[config.mk]
export PLATFORM = sky130hd
export DESIGN_NAME = cell_overvoltage_protect_latch_top
export DESIGN_NICKNAME = d
export VERILOG_FILES = /design/src/colp_pkg.sv /design/src/colp_step.sv /design/src/cell_overvoltage_protect_latch_top.sv
export SDC_FILE = /design/constraint.sdc
export NUM_CORES = 1
export LEC_CHECK = 0
export BUFFER_PORTS_ARGS = -buffer_cell sky130_fd_sc_hd__buf_2
export CORE_AREA = 2 2 144 146
export DETAILED_ROUTE_END_ITERATION = 12
export DIE_AREA = 0 0 146 148
export PLACE_DENSITY_LB_ADDON = 0.15
export SYNTH_ARGS = -nofsm -noshare
export SYNTH_HDL_FRONTEND = slang
export SYNTH_HIERARCHICAL = 1
export SYNTH_SLANG_ARGS = --single-unit
[constraint.sdc]
create_clock -name clk -period 8.45 [get_ports clk]
set_clock_uncertainty 0.15 [all_clocks]
set_input_delay 1.2675 -clock clk [delete_from_list [all_inputs] [get_ports clk]]
set_output_delay 1.2675 -clock clk [all_outputs]
set_load 0.02 [all_outputs]
[src/colp_pkg.sv]
// Shared types, register indexes and helpers for the cell overvoltage
// protection block. No dependencies.
package colp_pkg;

  // Machine states, shared by the overvoltage and latch machines.
  // The unused fourth code is handled as idle by default arms.
  typedef enum logic [1:0] {
    ST_NORMAL = 2'd0,
    ST_ALERT  = 2'd1,
    ST_TRIP   = 2'd2
  } mach_state_t;

  // Configuration register indexes
  typedef enum logic [2:0] {
    REG_ENABLES       = 3'd0,
    REG_OV_THRESHOLD  = 3'd1,
    REG_OV_TRIP_DELAY = 3'd2,
    REG_OV_REC_HYST   = 3'd3,
    REG_OV_REC_TIME   = 3'd4,
    REG_LAT_LIMIT     = 3'd5,
    REG_LAT_DECAY     = 3'd6,
    REG_LAT_REC_TIME  = 3'd7
  } reg_index_t;

  localparam int unsigned CFG_DATA_W = 16;
  localparam int unsigned VOLT_W     = 16;
  localparam int unsigned CNT_W      = 8;

  typedef logic [CNT_W-1:0]  cnt_t;
  typedef logic [VOLT_W-1:0] volt_t;

  typedef struct packed {
    logic [1:0] enables;
    volt_t      ov_threshold;
    cnt_t       ov_trip_delay;
    cnt_t       ov_rec_hyst;
    cnt_t       ov_rec_time;
    cnt_t       lat_limit;
    cnt_t       lat_decay;
    cnt_t       lat_rec_time;
  } prot_cfg_t;

  typedef struct packed {
    mach_state_t ov_state;
    cnt_t        ov_delay;
    cnt_t        ov_rec;
    mach_state_t lat_state;
    cnt_t        lat_trip;
    cnt_t        lat_quiet;
    cnt_t        lat_rec;
  } prot_state_t;

  typedef struct packed {
    logic ov_alert;
    logic ov_error;
    logic latch_warn;
    logic latch_error;
  } prot_flags_t;

  // Saturating increment at the counter ceiling
  function automatic cnt_t sat_inc(input cnt_t v);
    sat_inc = (v == {CNT_W{1'b1}}) ? v : v + cnt_t'(1);
  endfunction

  // count + 1 >= setting, without wrap
  function automatic logic cnt_reached(input cnt_t cnt, input cnt_t setting);
    cnt_reached = ({1'b0, cnt} + {{CNT_W{1'b0}}, 1'b1}) >= {1'b0, setting};
  endfunction

endpackage

[src/colp_step.sv]
// One end-of-scan step: overvoltage machine then latch machine.
// Pure combinational logic; uses colp_pkg.
module colp_step
  import colp_pkg::*;
(
  input  prot_cfg_t   cfg,
  input  prot_state_t cur,
  input  volt_t       scan_max,
  output prot_state_t nxt,
  output prot_flags_t flags
);

  logic  over;
  logic  above_rec;
  volt_t rec_level;
  prot_state_t mid;

  assign over      = scan_max >= cfg.ov_threshold;
  assign rec_level = (cfg.ov_threshold > {8'd0, cfg.ov_rec_hyst}) ?
                     cfg.ov_threshold - {8'd0, cfg.ov_rec_hyst} : '0;
  assign above_rec = scan_max >= rec_level;

  // flags reflect the states held before this step
  assign flags.ov_alert    = cfg.enables[0] && (cur.ov_state == ST_ALERT);
  assign flags.ov_error    = cfg.enables[0] && (cur.ov_state == ST_TRIP);
  assign flags.latch_warn  = cfg.enables[1] && (cur.lat_state == ST_ALERT);
  assign flags.latch_error = cfg.enables[1] && (cur.lat_state == ST_TRIP);

  // overvoltage machine; it also feeds the latch trip and quiet counts
  always_comb begin
    mid = cur;
    if (!cfg.enables[0]) begin
      mid.ov_state  = ST_NORMAL;
      mid.ov_delay  = '0;
      mid.ov_rec    = '0;
      mid.lat_quiet = '0;
    end else begin
      case (cur.ov_state)
        ST_ALERT: begin
          if (over && cnt_reached(cur.ov_delay, cfg.ov_trip_delay)) begin
            mid.ov_delay = '0;
            mid.ov_state = ST_TRIP;
            if (cur.lat_state != ST_TRIP) mid.lat_trip = sat_inc(cur.lat_trip);
          end else if (!over) begin
            mid.ov_delay = '0;
            mid.ov_state = ST_NORMAL;
          end else begin
            mid.ov_delay = sat_inc(cur.ov_delay);
          end
        end
        ST_TRIP: begin
          if (!above_rec) begin
            if (cnt_reached(cur.ov_rec, cfg.ov_rec_time)) begin
              mid.ov_rec    = '0;
              mid.lat_quiet = '0;
              mid.ov_state  = ST_NORMAL;
            end else begin
              mid.ov_rec = sat_inc(cur.ov_rec);
            end
          end
        end
        default: begin
          mid.ov_state = ST_NORMAL;
          if (over) begin
            mid.ov_delay = sat_inc(cur.ov_delay);
            mid.ov_state = ST_ALERT;
          end else if (cur.lat_trip != '0) begin
            mid.lat_quiet = sat_inc(cur.lat_quiet);
          end
        end
      endcase
    end
  end

  // latch machine, on the counts left by the overvoltage step
  always_comb begin
    nxt = mid;
    if (!cfg.enables[1]) begin
      nxt.lat_state = ST_NORMAL;
      nxt.lat_trip  = '0;
      nxt.lat_rec   = '0;
    end else begin
      case (mid.lat_state)
        ST_ALERT: begin
          if (mid.lat_trip == cfg.lat_limit) begin
            nxt.lat_trip  = '0;
            nxt.lat_state = ST_TRIP;
          end else if (mid.lat_trip == '0) begin
            nxt.lat_state = ST_NORMAL;
          end else if (mid.lat_quiet >= cfg.lat_decay) begin
            nxt.lat_trip = mid.lat_trip - cnt_t'(1);
          end
        end
        ST_TRIP: begin
          if (cnt_reached(mid.lat_rec, cfg.lat_rec_time)) begin
            nxt.lat_rec   = '0;
            nxt.lat_state = ST_NORMAL;
          end else begin
            nxt.lat_rec = sat_inc(mid.lat_rec);
          end
        end
        default: begin
          nxt.lat_state = (mid.lat_trip != '0) ? ST_ALERT : ST_NORMAL;
        end
      endcase
    end
  end

endmodule

[src/cell_overvoltage_protect_latch_top.sv]
// Top level of the cell overvoltage protection block with fault latch.
// Depends on colp_pkg and colp_step.
//
// Usage:
//  - in_*  : one cell voltage per item; in_last_cell = 1 closes a scan.
//  - out_* : one item per closed scan with four flags, each showing the
//            state a machine held before that scan's step.
//  - cfg_* : register writes (index, data), always ready; write only while
//            the block is idle.
// Timing: an accepted item lands in the input register; when it moves on, its
//  scan maximum is folded in and, for a last cell, the machines step and
//  the flags are loaded into the output register. Throughput is one item per
//  cycle while no last-cell item waits on a pending result; the only loop
//  is the running maximum plus one state step.
// Stall: a non-last item never needs the output, so it always moves on.
//  A last-cell item waits in the input register while a result is still
//  pending; in_ready falls only then.
// Reset (rst_n low, synchronous): valid and config registers go to their
//  defaults, both machines idle, counts and the scan maximum cleared, no items in flight.
// Scans may have any length (nominally 16 cells); only the mark matters.
module cell_overvoltage_protect_latch_top
  import colp_pkg::*;
(
  input  logic                  clk,
  input  logic                  rst_n,
  // cell input channel
  input  logic                  in_valid,
  output logic                  in_ready,
  input  logic [VOLT_W-1:0]     in_cell_voltage,
  input  logic                  in_last_cell,
  // result channel
  output logic                  out_valid,
  input  logic                  out_ready,
  output logic                  out_ov_alert,
  output logic                  out_ov_error,
  output logic                  out_latch_warn,
  output logic                  out_latch_error,
  // configuration writes
  input  logic                  cfg_valid,
  output logic                  cfg_ready,
  input  logic [2:0]            cfg_index,
  input  logic [CFG_DATA_W-1:0] cfg_data
);

  prot_cfg_t   cfg_r;
  prot_state_t st_r;
  prot_state_t st_nxt;
  prot_flags_t step_flags;
  prot_flags_t flags_r;
  volt_t       scan_max_r;
  volt_t       scan_max_nxt;

  // input register
  logic  s1_valid_r;
  volt_t s1_volt_r;
  logic  s1_last_r;
  logic  out_valid_r;

  logic out_free;
  logic s1_adv;
  logic in_acc;

  assign cfg_ready = 1'b1;

  // configuration registers
  always_ff @(posedge clk) begin
    if (!rst_n) begin
      cfg_r.enables       <= 2'd0;
      cfg_r.ov_threshold  <= {VOLT_W{1'b1}};
      cfg_r.ov_trip_delay <= cnt_t'(1);
      cfg_r.ov_rec_hyst   <= '0;
      cfg_r.ov_rec_time   <= cnt_t'(1);
      cfg_r.lat_limit     <= cnt_t'(1);
      cfg_r.lat_decay     <= '0;
      cfg_r.lat_rec_time  <= cnt_t'(1);
    end else if (cfg_valid && cfg_ready) begin
      case (reg_index_t'(cfg_index))
        REG_ENABLES:       cfg_r.enables       <= cfg_data[1:0];
        REG_OV_THRESHOLD:  cfg_r.ov_threshold  <= cfg_data[VOLT_W-1:0];
        REG_OV_TRIP_DELAY: cfg_r.ov_trip_delay <= cfg_data[CNT_W-1:0];
        REG_OV_REC_HYST:   cfg_r.ov_rec_hyst   <= cfg_data[CNT_W-1:0];
        REG_OV_REC_TIME:   cfg_r.ov_rec_time   <= cfg_data[CNT_W-1:0];
        REG_LAT_LIMIT:     cfg_r.lat_limit     <= cfg_data[CNT_W-1:0];
        REG_LAT_DECAY:     cfg_r.lat_decay     <= cfg_data[CNT_W-1:0];
        REG_LAT_REC_TIME:  cfg_r.lat_rec_time  <= cfg_data[CNT_W-1:0];
        default: ;
      endcase
    end
  end

  // Handshake: output register frees when empty or being taken; a last
  // item needs it, any other item passes straight through.
  assign out_free = !out_valid_r || out_ready;
  assign s1_adv   = s1_valid_r && (!s1_last_r || out_free);
  assign in_ready = !s1_valid_r || s1_adv;
  assign in_acc   = in_valid && in_ready;

  always_ff @(posedge clk) begin
    if (!rst_n) begin
      s1_valid_r <= 1'b0;
    end else if (in_ready) begin
      s1_valid_r <= in_valid;
    end
  end

  always_ff @(posedge clk) begin
    if (in_acc) begin
      s1_volt_r <= in_cell_voltage;
      s1_last_r <= in_last_cell;
    end
  end

  // running maximum including the item now in the input register
  assign scan_max_nxt = (s1_volt_r > scan_max_r) ? s1_volt_r : scan_max_r;

  colp_step u_step (
    .cfg      (cfg_r),
    .cur      (st_r),
    .scan_max (scan_max_nxt),
    .nxt      (st_nxt),
    .flags    (step_flags)
  );

  // scan maximum and machine state
  always_ff @(posedge clk) begin
    if (!rst_n) begin
      scan_max_r    <= '0;
      st_r.ov_state <= ST_NORMAL;
      st_r.ov_delay <= '0;
      st_r.ov_rec   <= '0;
      st_r.lat_state <= ST_NORMAL;
      st_r.lat_trip  <= '0;
      st_r.lat_quiet <= '0;
      st_r.lat_rec   <= '0;
    end else if (s1_adv) begin
      if (s1_last_r) begin
        scan_max_r <= '0;
        st_r       <= st_nxt;
      end else begin
        scan_max_r <= scan_max_nxt;
      end
    end
  end

  // result register
  always_ff @(posedge clk) begin
    if (!rst_n) begin
      out_valid_r <= 1'b0;
    end else if (s1_adv && s1_last_r) begin
      out_valid_r <= 1'b1;
    end else if (out_ready) begin
      out_valid_r <= 1'b0;
    end
  end

  always_ff @(posedge clk) begin
    if (s1_adv && s1_last_r) begin
      flags_r <= step_flags;
    end
  end

  assign out_valid       = out_valid_r;
  assign out_ov_alert    = flags_r.ov_alert;
  assign out_ov_error    = flags_r.ov_error;
  assign out_latch_warn  = flags_r.latch_warn;
  assign out_latch_error = flags_r.latch_error;

endmodule
== Word-level counts from Yosys, hierarchy flattened ==
Index checks and enable logic that the tools add are counted.
Storage, ports and cells
  flip-flop bits (word level): 149
  latch bits: 0
  bits in writable memories: 0
  memory bits (read-only): 0
  input bits: 41
  output and inout bits: 7
  logic and storage cells: 149
  memories kept: 0
Cells by class
  add/subtract/negate cells: 10
  multiply operators: 0
  div/mod/pow operators: 0
  $lt $le $gt $ge: 8
  equality and inequality tests: 30
  shifts and indexed selects: 0
  multiplexer cells: 44
  bitwise gates (word level): 0
  reduce and logical (&&, ||, !) cells: 33
Operators by type and width (number)
  $mux 8: 24
  $mux 16: 3
  $add 8x1->8 const B: 5
  $eq 8x8->1 const B: 5
  $ge 16x16->1: 2
  $pmux 8 s2: 2
  $mux 10: 3
  $add 8x1->9 const B: 3
  $ge 9x8->1: 3
  $mux 18: 1
  $reduce_and 2->1: 9
  $gt 16x16->1: 1
  $gt 16x8->1: 1
  $reduce_bool 8->1: 2
  $sub 16x8->16: 1
  $eq 3x3->1 const B: 4
  $reduce_and 4->1: 3
  $mux 2: 5
  $reduce_and 5->1: 2
  $mux 9: 1
  $ne 3x3->1 const B: 3
  $eq 8x8->1: 1
  $ge 8x8->1: 1
  $logic_and 1x1->1: 8
  other kinds (17): 32

== Depth between registers and ports, before layout ==
  word-level depth: 13
  mapped depth: 35

== Modules after synthesis ==
Netlist, hierarchy kept.
By module, submodules not included
  cell_overvoltage_protect_latch_top: times used 1, cells each 644, area each 5983.2 sq um
  colp_step: times used 1, cells each 671, area each 4448.0 sq um

== Worst setup path before layout ==
OpenSTA, ideal clock, no wires.
  path type: reg2reg
  start: register cfg_r[48] (netlist name)
  end: register st_r[20] (netlist name)
  library setup time: 122 ps
  arrival time: 6393 ps
  required time: 8178 ps
  setup slack: 1785 ps
  stages on the path, launching flop included: 36
  path buffers: 1
  clock period less this slack: 6665 ps
  path through: dfxtp_1 inv_1 ha_1 inv_1 fa_1 a21o_1 a21oi_1 o21ai_0 a21oi_1 o21ai_0 a21oi_1 o2111ai_1 clkbuf_1 nand2_1 ha_1 a21o_1 a21o_1 a21oi_1 nor2_1 a211oi_1 o21a_1 o21ai_0 a211oi_1 o22ai_1 ha_1 nand2_1 o21ai_0 a41oi_1 a21oi_1 nand2_1 nor3b_1 o311ai_0 xnor2_1 and2_1 nand2_1 a21boi_0
RTL lines
  start: declaration: RTL line cell_overvoltage_protect_latch_top.sv:45  | prot_cfg_t cfg_r;
  end signal: assignment: RTL line cell_overvoltage_protect_latch_top.sv:138  | st_r <= st_nxt;
  end: declaration: RTL line cell_overvoltage_protect_latch_top.sv:46  | prot_state_t st_r;

==> results.json <==
{
  "syn_area_per_cell_um2": 7.93,
  "max-cap-violations": 0,
  "ant_nets": 0,
  "grt_pass1_wl_mm": 41.7,
  "end_kind": "register",
  "seq_power_share_pct": 44.4,
  "gp_congestion": 0.870,
  "reg2reg_depth": 35,
  "grt_setup_unrepaired": "false",
  "min_path_type": "reg2reg",
  "dp_slack_ps": 869,
  "nets": 1474,
  "clock-sinks": 149,
  "hold_violations": 0,
  "yosysWarnings": 6,
  "grt_max_degree": 115,
  "drt_iter0_drc": 661,
  "start_kind": "register",
  "yosysSeqAreaShare_pct": 30.6,
  "grt.overflow.total": 0,
  "grt_usage_pct": 23.5,
  "drt_wl_total_mm": 25.2,
  "min-delay-start": "cfg_r[10]",
  "power_density_nw_per_um2": 148,
  "ys_async_sr_fraction_pct": 0,
  "post_dp_cell_area_um2": 10800,
  "synth_area_leaders": "dfxtp_1 25%, ha_1 12%, nand2_1 11%",
  "via_per_inst": 5.58,
  "critPathSlowestCell": "o2111ai_1",
  "clkLatencyLatePin_ps": 430,
  "cts_tree": "done",
  "tightest_slew_ps": 1150,
  "die_x_um": 146,
  "rrSetupSlack_ps": 770,
  "first_pass_iters": 5,
  "hold_buffers": 0,
  "cts.path.max_buffers": 2,
  "ys_seq_elements": 149,
  "p_total_mw": 1.69,
  "setup_ws_ps": 769,
  "synthFlopType": "dfxtp_1",
  "switching_share_pct": 25.8,
  "p_comb_share_pct": 10.5,
  "row_count": 52,
  "clockRootBuffer": "clkbuf_16",
  "dp_hpwl_mm": 17.9,
  "vdd_ir_drop_max_mv": 0.121,
  "setup_viol": 0,
  "drive_gt1_share_pct": 10.1,
  "r2r-start": "cfg_r[48]",
  "portBuffers": 46,
  "setup_tns_ps": 0,
  "power.internal_mw": 1.25,
  "die_area_um2": 21600,
  "hold_depth": 2,
  "synth-edff-count": 21,
  "io_pins": 48,
  "wl_per_cell_um": 15.6,
  "period_minus_slack_ps": 7680,
  "drc_errors": 0,
  "post_cts_resized": 0,
  "ys_types": 78,
  "cpPeakStageDelay_ps": 540,
  "max_slew_margin_pct": 23.2,
  "fmax_ghz": 0.130,
  "fin_area_um2": 11400,
  "grt_pass1_vias": 8310,
  "hold_end": "cfg_r[10]",
  "p_clk_share_pct": 45.2,
  "area_growth_pct": 9.13,
  "antenna_found_initial": 1,
  "power.switching_mw": 0.436,
  "finalCritPeriodShare_pct": 90.9,
  "htreeDepth": 4,
  "start_util_pct": 52.1,
  "cts_buffers": 17,
  "die_h_um": 148,
  "clk_pin_slew_ps": 70,
  "setup.worst_path.class": "reg2reg",
  "synth_top_area_share_pct": 24.6,
  "worstPathMaxFanout": 15,
  "crit_arrival_ps": 7890,
  "core_area_um2": 20000,
  "syn_inst": 1315,
  "p_leak_nw": 4.50,
  "timing.rr.end": "st_r[20]",
  "post_cts_buffers": 0,
  "synth_fp_nets": 1457,
  "yosysTopAreaCell": "dfxtp_1",
  "syn_area_um2": 10400,
  "via_count": 9013,
  "status": "complete, no violations",
  "crit_required_ps": 8660,
  "drv_slew": 0
}
==> worst max-delay path by stage <==
stage                         start        to  slack (ps)
after floorplan           cfg_r[48]  st_r[20]        1780
after global placement    cfg_r[48]  st_r[20]        1150
after detailed placement  cfg_r[48]  st_r[20]         870
after CTS                 cfg_r[48]  st_r[20]         840
after global routing      cfg_r[48]  st_r[20]          30
final                     cfg_r[48]  st_r[20]         770
==> critical path, delay by kind of cell (launching register included) <==
| kind | cells | cell delay, ps |
|---|---|---|
| buffers and inverters | 3 | 320 |
| flip-flops | 1 | 320 |
| AO/OA/AOI/OAI | 20 | 4270 |
| AND/OR/NAND/NOR | 7 | 1240 |
| adder cells (fa/ha/maj) | 4 | 1150 |
| XOR/XNOR | 1 | 180 |
==> power by group through the flow <==
stage / Combinational [mW] / Clock, mW / Sequential, mW
6_report: 0.176 / 0.762 / 0.749
5_1_grt: 0.197 / 0.807 / 0.750
4_1_cts: 0.176 / 0.775 / 0.748
3_5_place_dp: 0.174 / 0 / 0.764
3_3_place_gp: 0.173 / 0 / 0.763
2_1_floorplan: 0.127 / 0 / 0.760
==> flip-flops by register name, indices dropped and copies added (netlist names) <==
| signal | cells |
|---|---|
| st_r | 44 |
| out_latch_error | 1 |
| cfg_r | 66 |
| out_ov_error | 1 |
| out_latch_warn | 1 |
| s1_valid_r | 1 |
| scan_max_r | 16 |
| s1_volt_r | 16 |
| out_valid | 1 |
| out_ov_alert | 1 |
| s1_last_r | 1 |
==> per-stage QoR <==
stage,util (%),cells,hold slack [ps]
after detailed placement,53.8,1583,311
after CTS,56.8,1615,320
after floorplan,-,1315,290
after global placement,53.8,1583,304
after global routing,56.8,1615,337
final,56.8,1616,317
==> synth_stat cells, types with 4 or more instances <==
master	count
a21o_1	15
mux2_2	8
buf_6	4
nor3_1	27
o211ai_1	6
mux2i_1	8
nor4_1	7
a22o_2	16
and2_1	6
nor2b_1	15
o21a_1	10
nand2_1	293
and3_1	13
ha_1	100
mux2_4	10
nand2b_1	14
o21ai_0	41
or3_1	14
a2111oi_0	4
nor2_1	46
or4_1	5
buf_2	10
a211oi_1	10
or2_2	5
xnor2_1	25
clkbuf_1	34
dfxtp_1	128
nand3_1	58
inv_1	99
edfxtp_1	21
nand4_1	19
a21oi_1	50
xor2_1	21
nand3b_1	6
a21boi_0	92
o22ai_1	5
==> cell type report <==
| cell class | instances | area, µm² |
|---|---|---|
| flip-flops and latches | 149 | 3190 |
| inverters | 100 | 375 |
| repair buffers | 51 | 268 |
| multi-input cells | 1013 | 6620 |
| clock buffers | 18 | 439 |
| fillers | 1932 | 8660 |
| well taps | 270 | 338 |
| clock inverters | 14 | 151 |
| diodes | 1 | 2.50 |
==> cells in the final DEF (no fill, tap or decap), types with 4 or more instances in the layout <==
cell type | Yosys | layout
ha_1 | 100 | 100
clkinvlp_4 | 0 | 4
dfxtp_1 | 128 | 128
and2_1 | 6 | 6
or3_1 | 14 | 14
a22o_2 | 16 | 16
xnor2_1 | 25 | 25
buf_4 | 2 | 5
o21a_1 | 10 | 10
nand2_1 | 293 | 293
mux2_4 | 10 | 10
xor2_1 | 21 | 21
edfxtp_1 | 21 | 21
a211oi_1 | 10 | 10
inv_1 | 99 | 99
a21boi_0 | 92 | 92
nor3_1 | 27 | 27
and3_1 | 13 | 13
a21oi_1 | 50 | 50
o211ai_1 | 6 | 6
nand2b_1 | 14 | 14
mux2_2 | 8 | 8
or4_1 | 5 | 5
nor2_1 | 46 | 46
nor2b_1 | 15 | 15
mux2i_1 | 8 | 8
a2111oi_0 | 4 | 4
clkbuf_16 | 0 | 17
o22ai_1 | 5 | 5
nand4_1 | 19 | 19
o21ai_0 | 41 | 41
nand3b_1 | 6 | 6
nand3_1 | 58 | 58
buf_2 | 10 | 46
a21o_1 | 15 | 15
or2_2 | 5 | 5
nor4_1 | 7 | 7
==> kinds of logic after synthesis <==
kind of cell    Yosys count  share of synthesized area [%]
fa+ha+maj               101                           12.2
buf+inv                 153                           6.02
simple gates            549                           24.5
other cells               1                         0.0359
mux                      26                           3.07
compound gates          290                           19.7
xor+xnor                 46                           3.86
flops                   149                           30.6
==> layer usage <==
metal | global-route usage [%] | routed length (µm) | up-vias
met5 | 0 | 0 | -
met2 | 36.7 | 11000 | 221
met4 | 5.68 | 361 | 0
met3 | 4.14 | 1290 | 24
li1 | - | - | 4624
met1 | 33.9 | 12600 | 4144
Power figures use the tool's default switching activity.
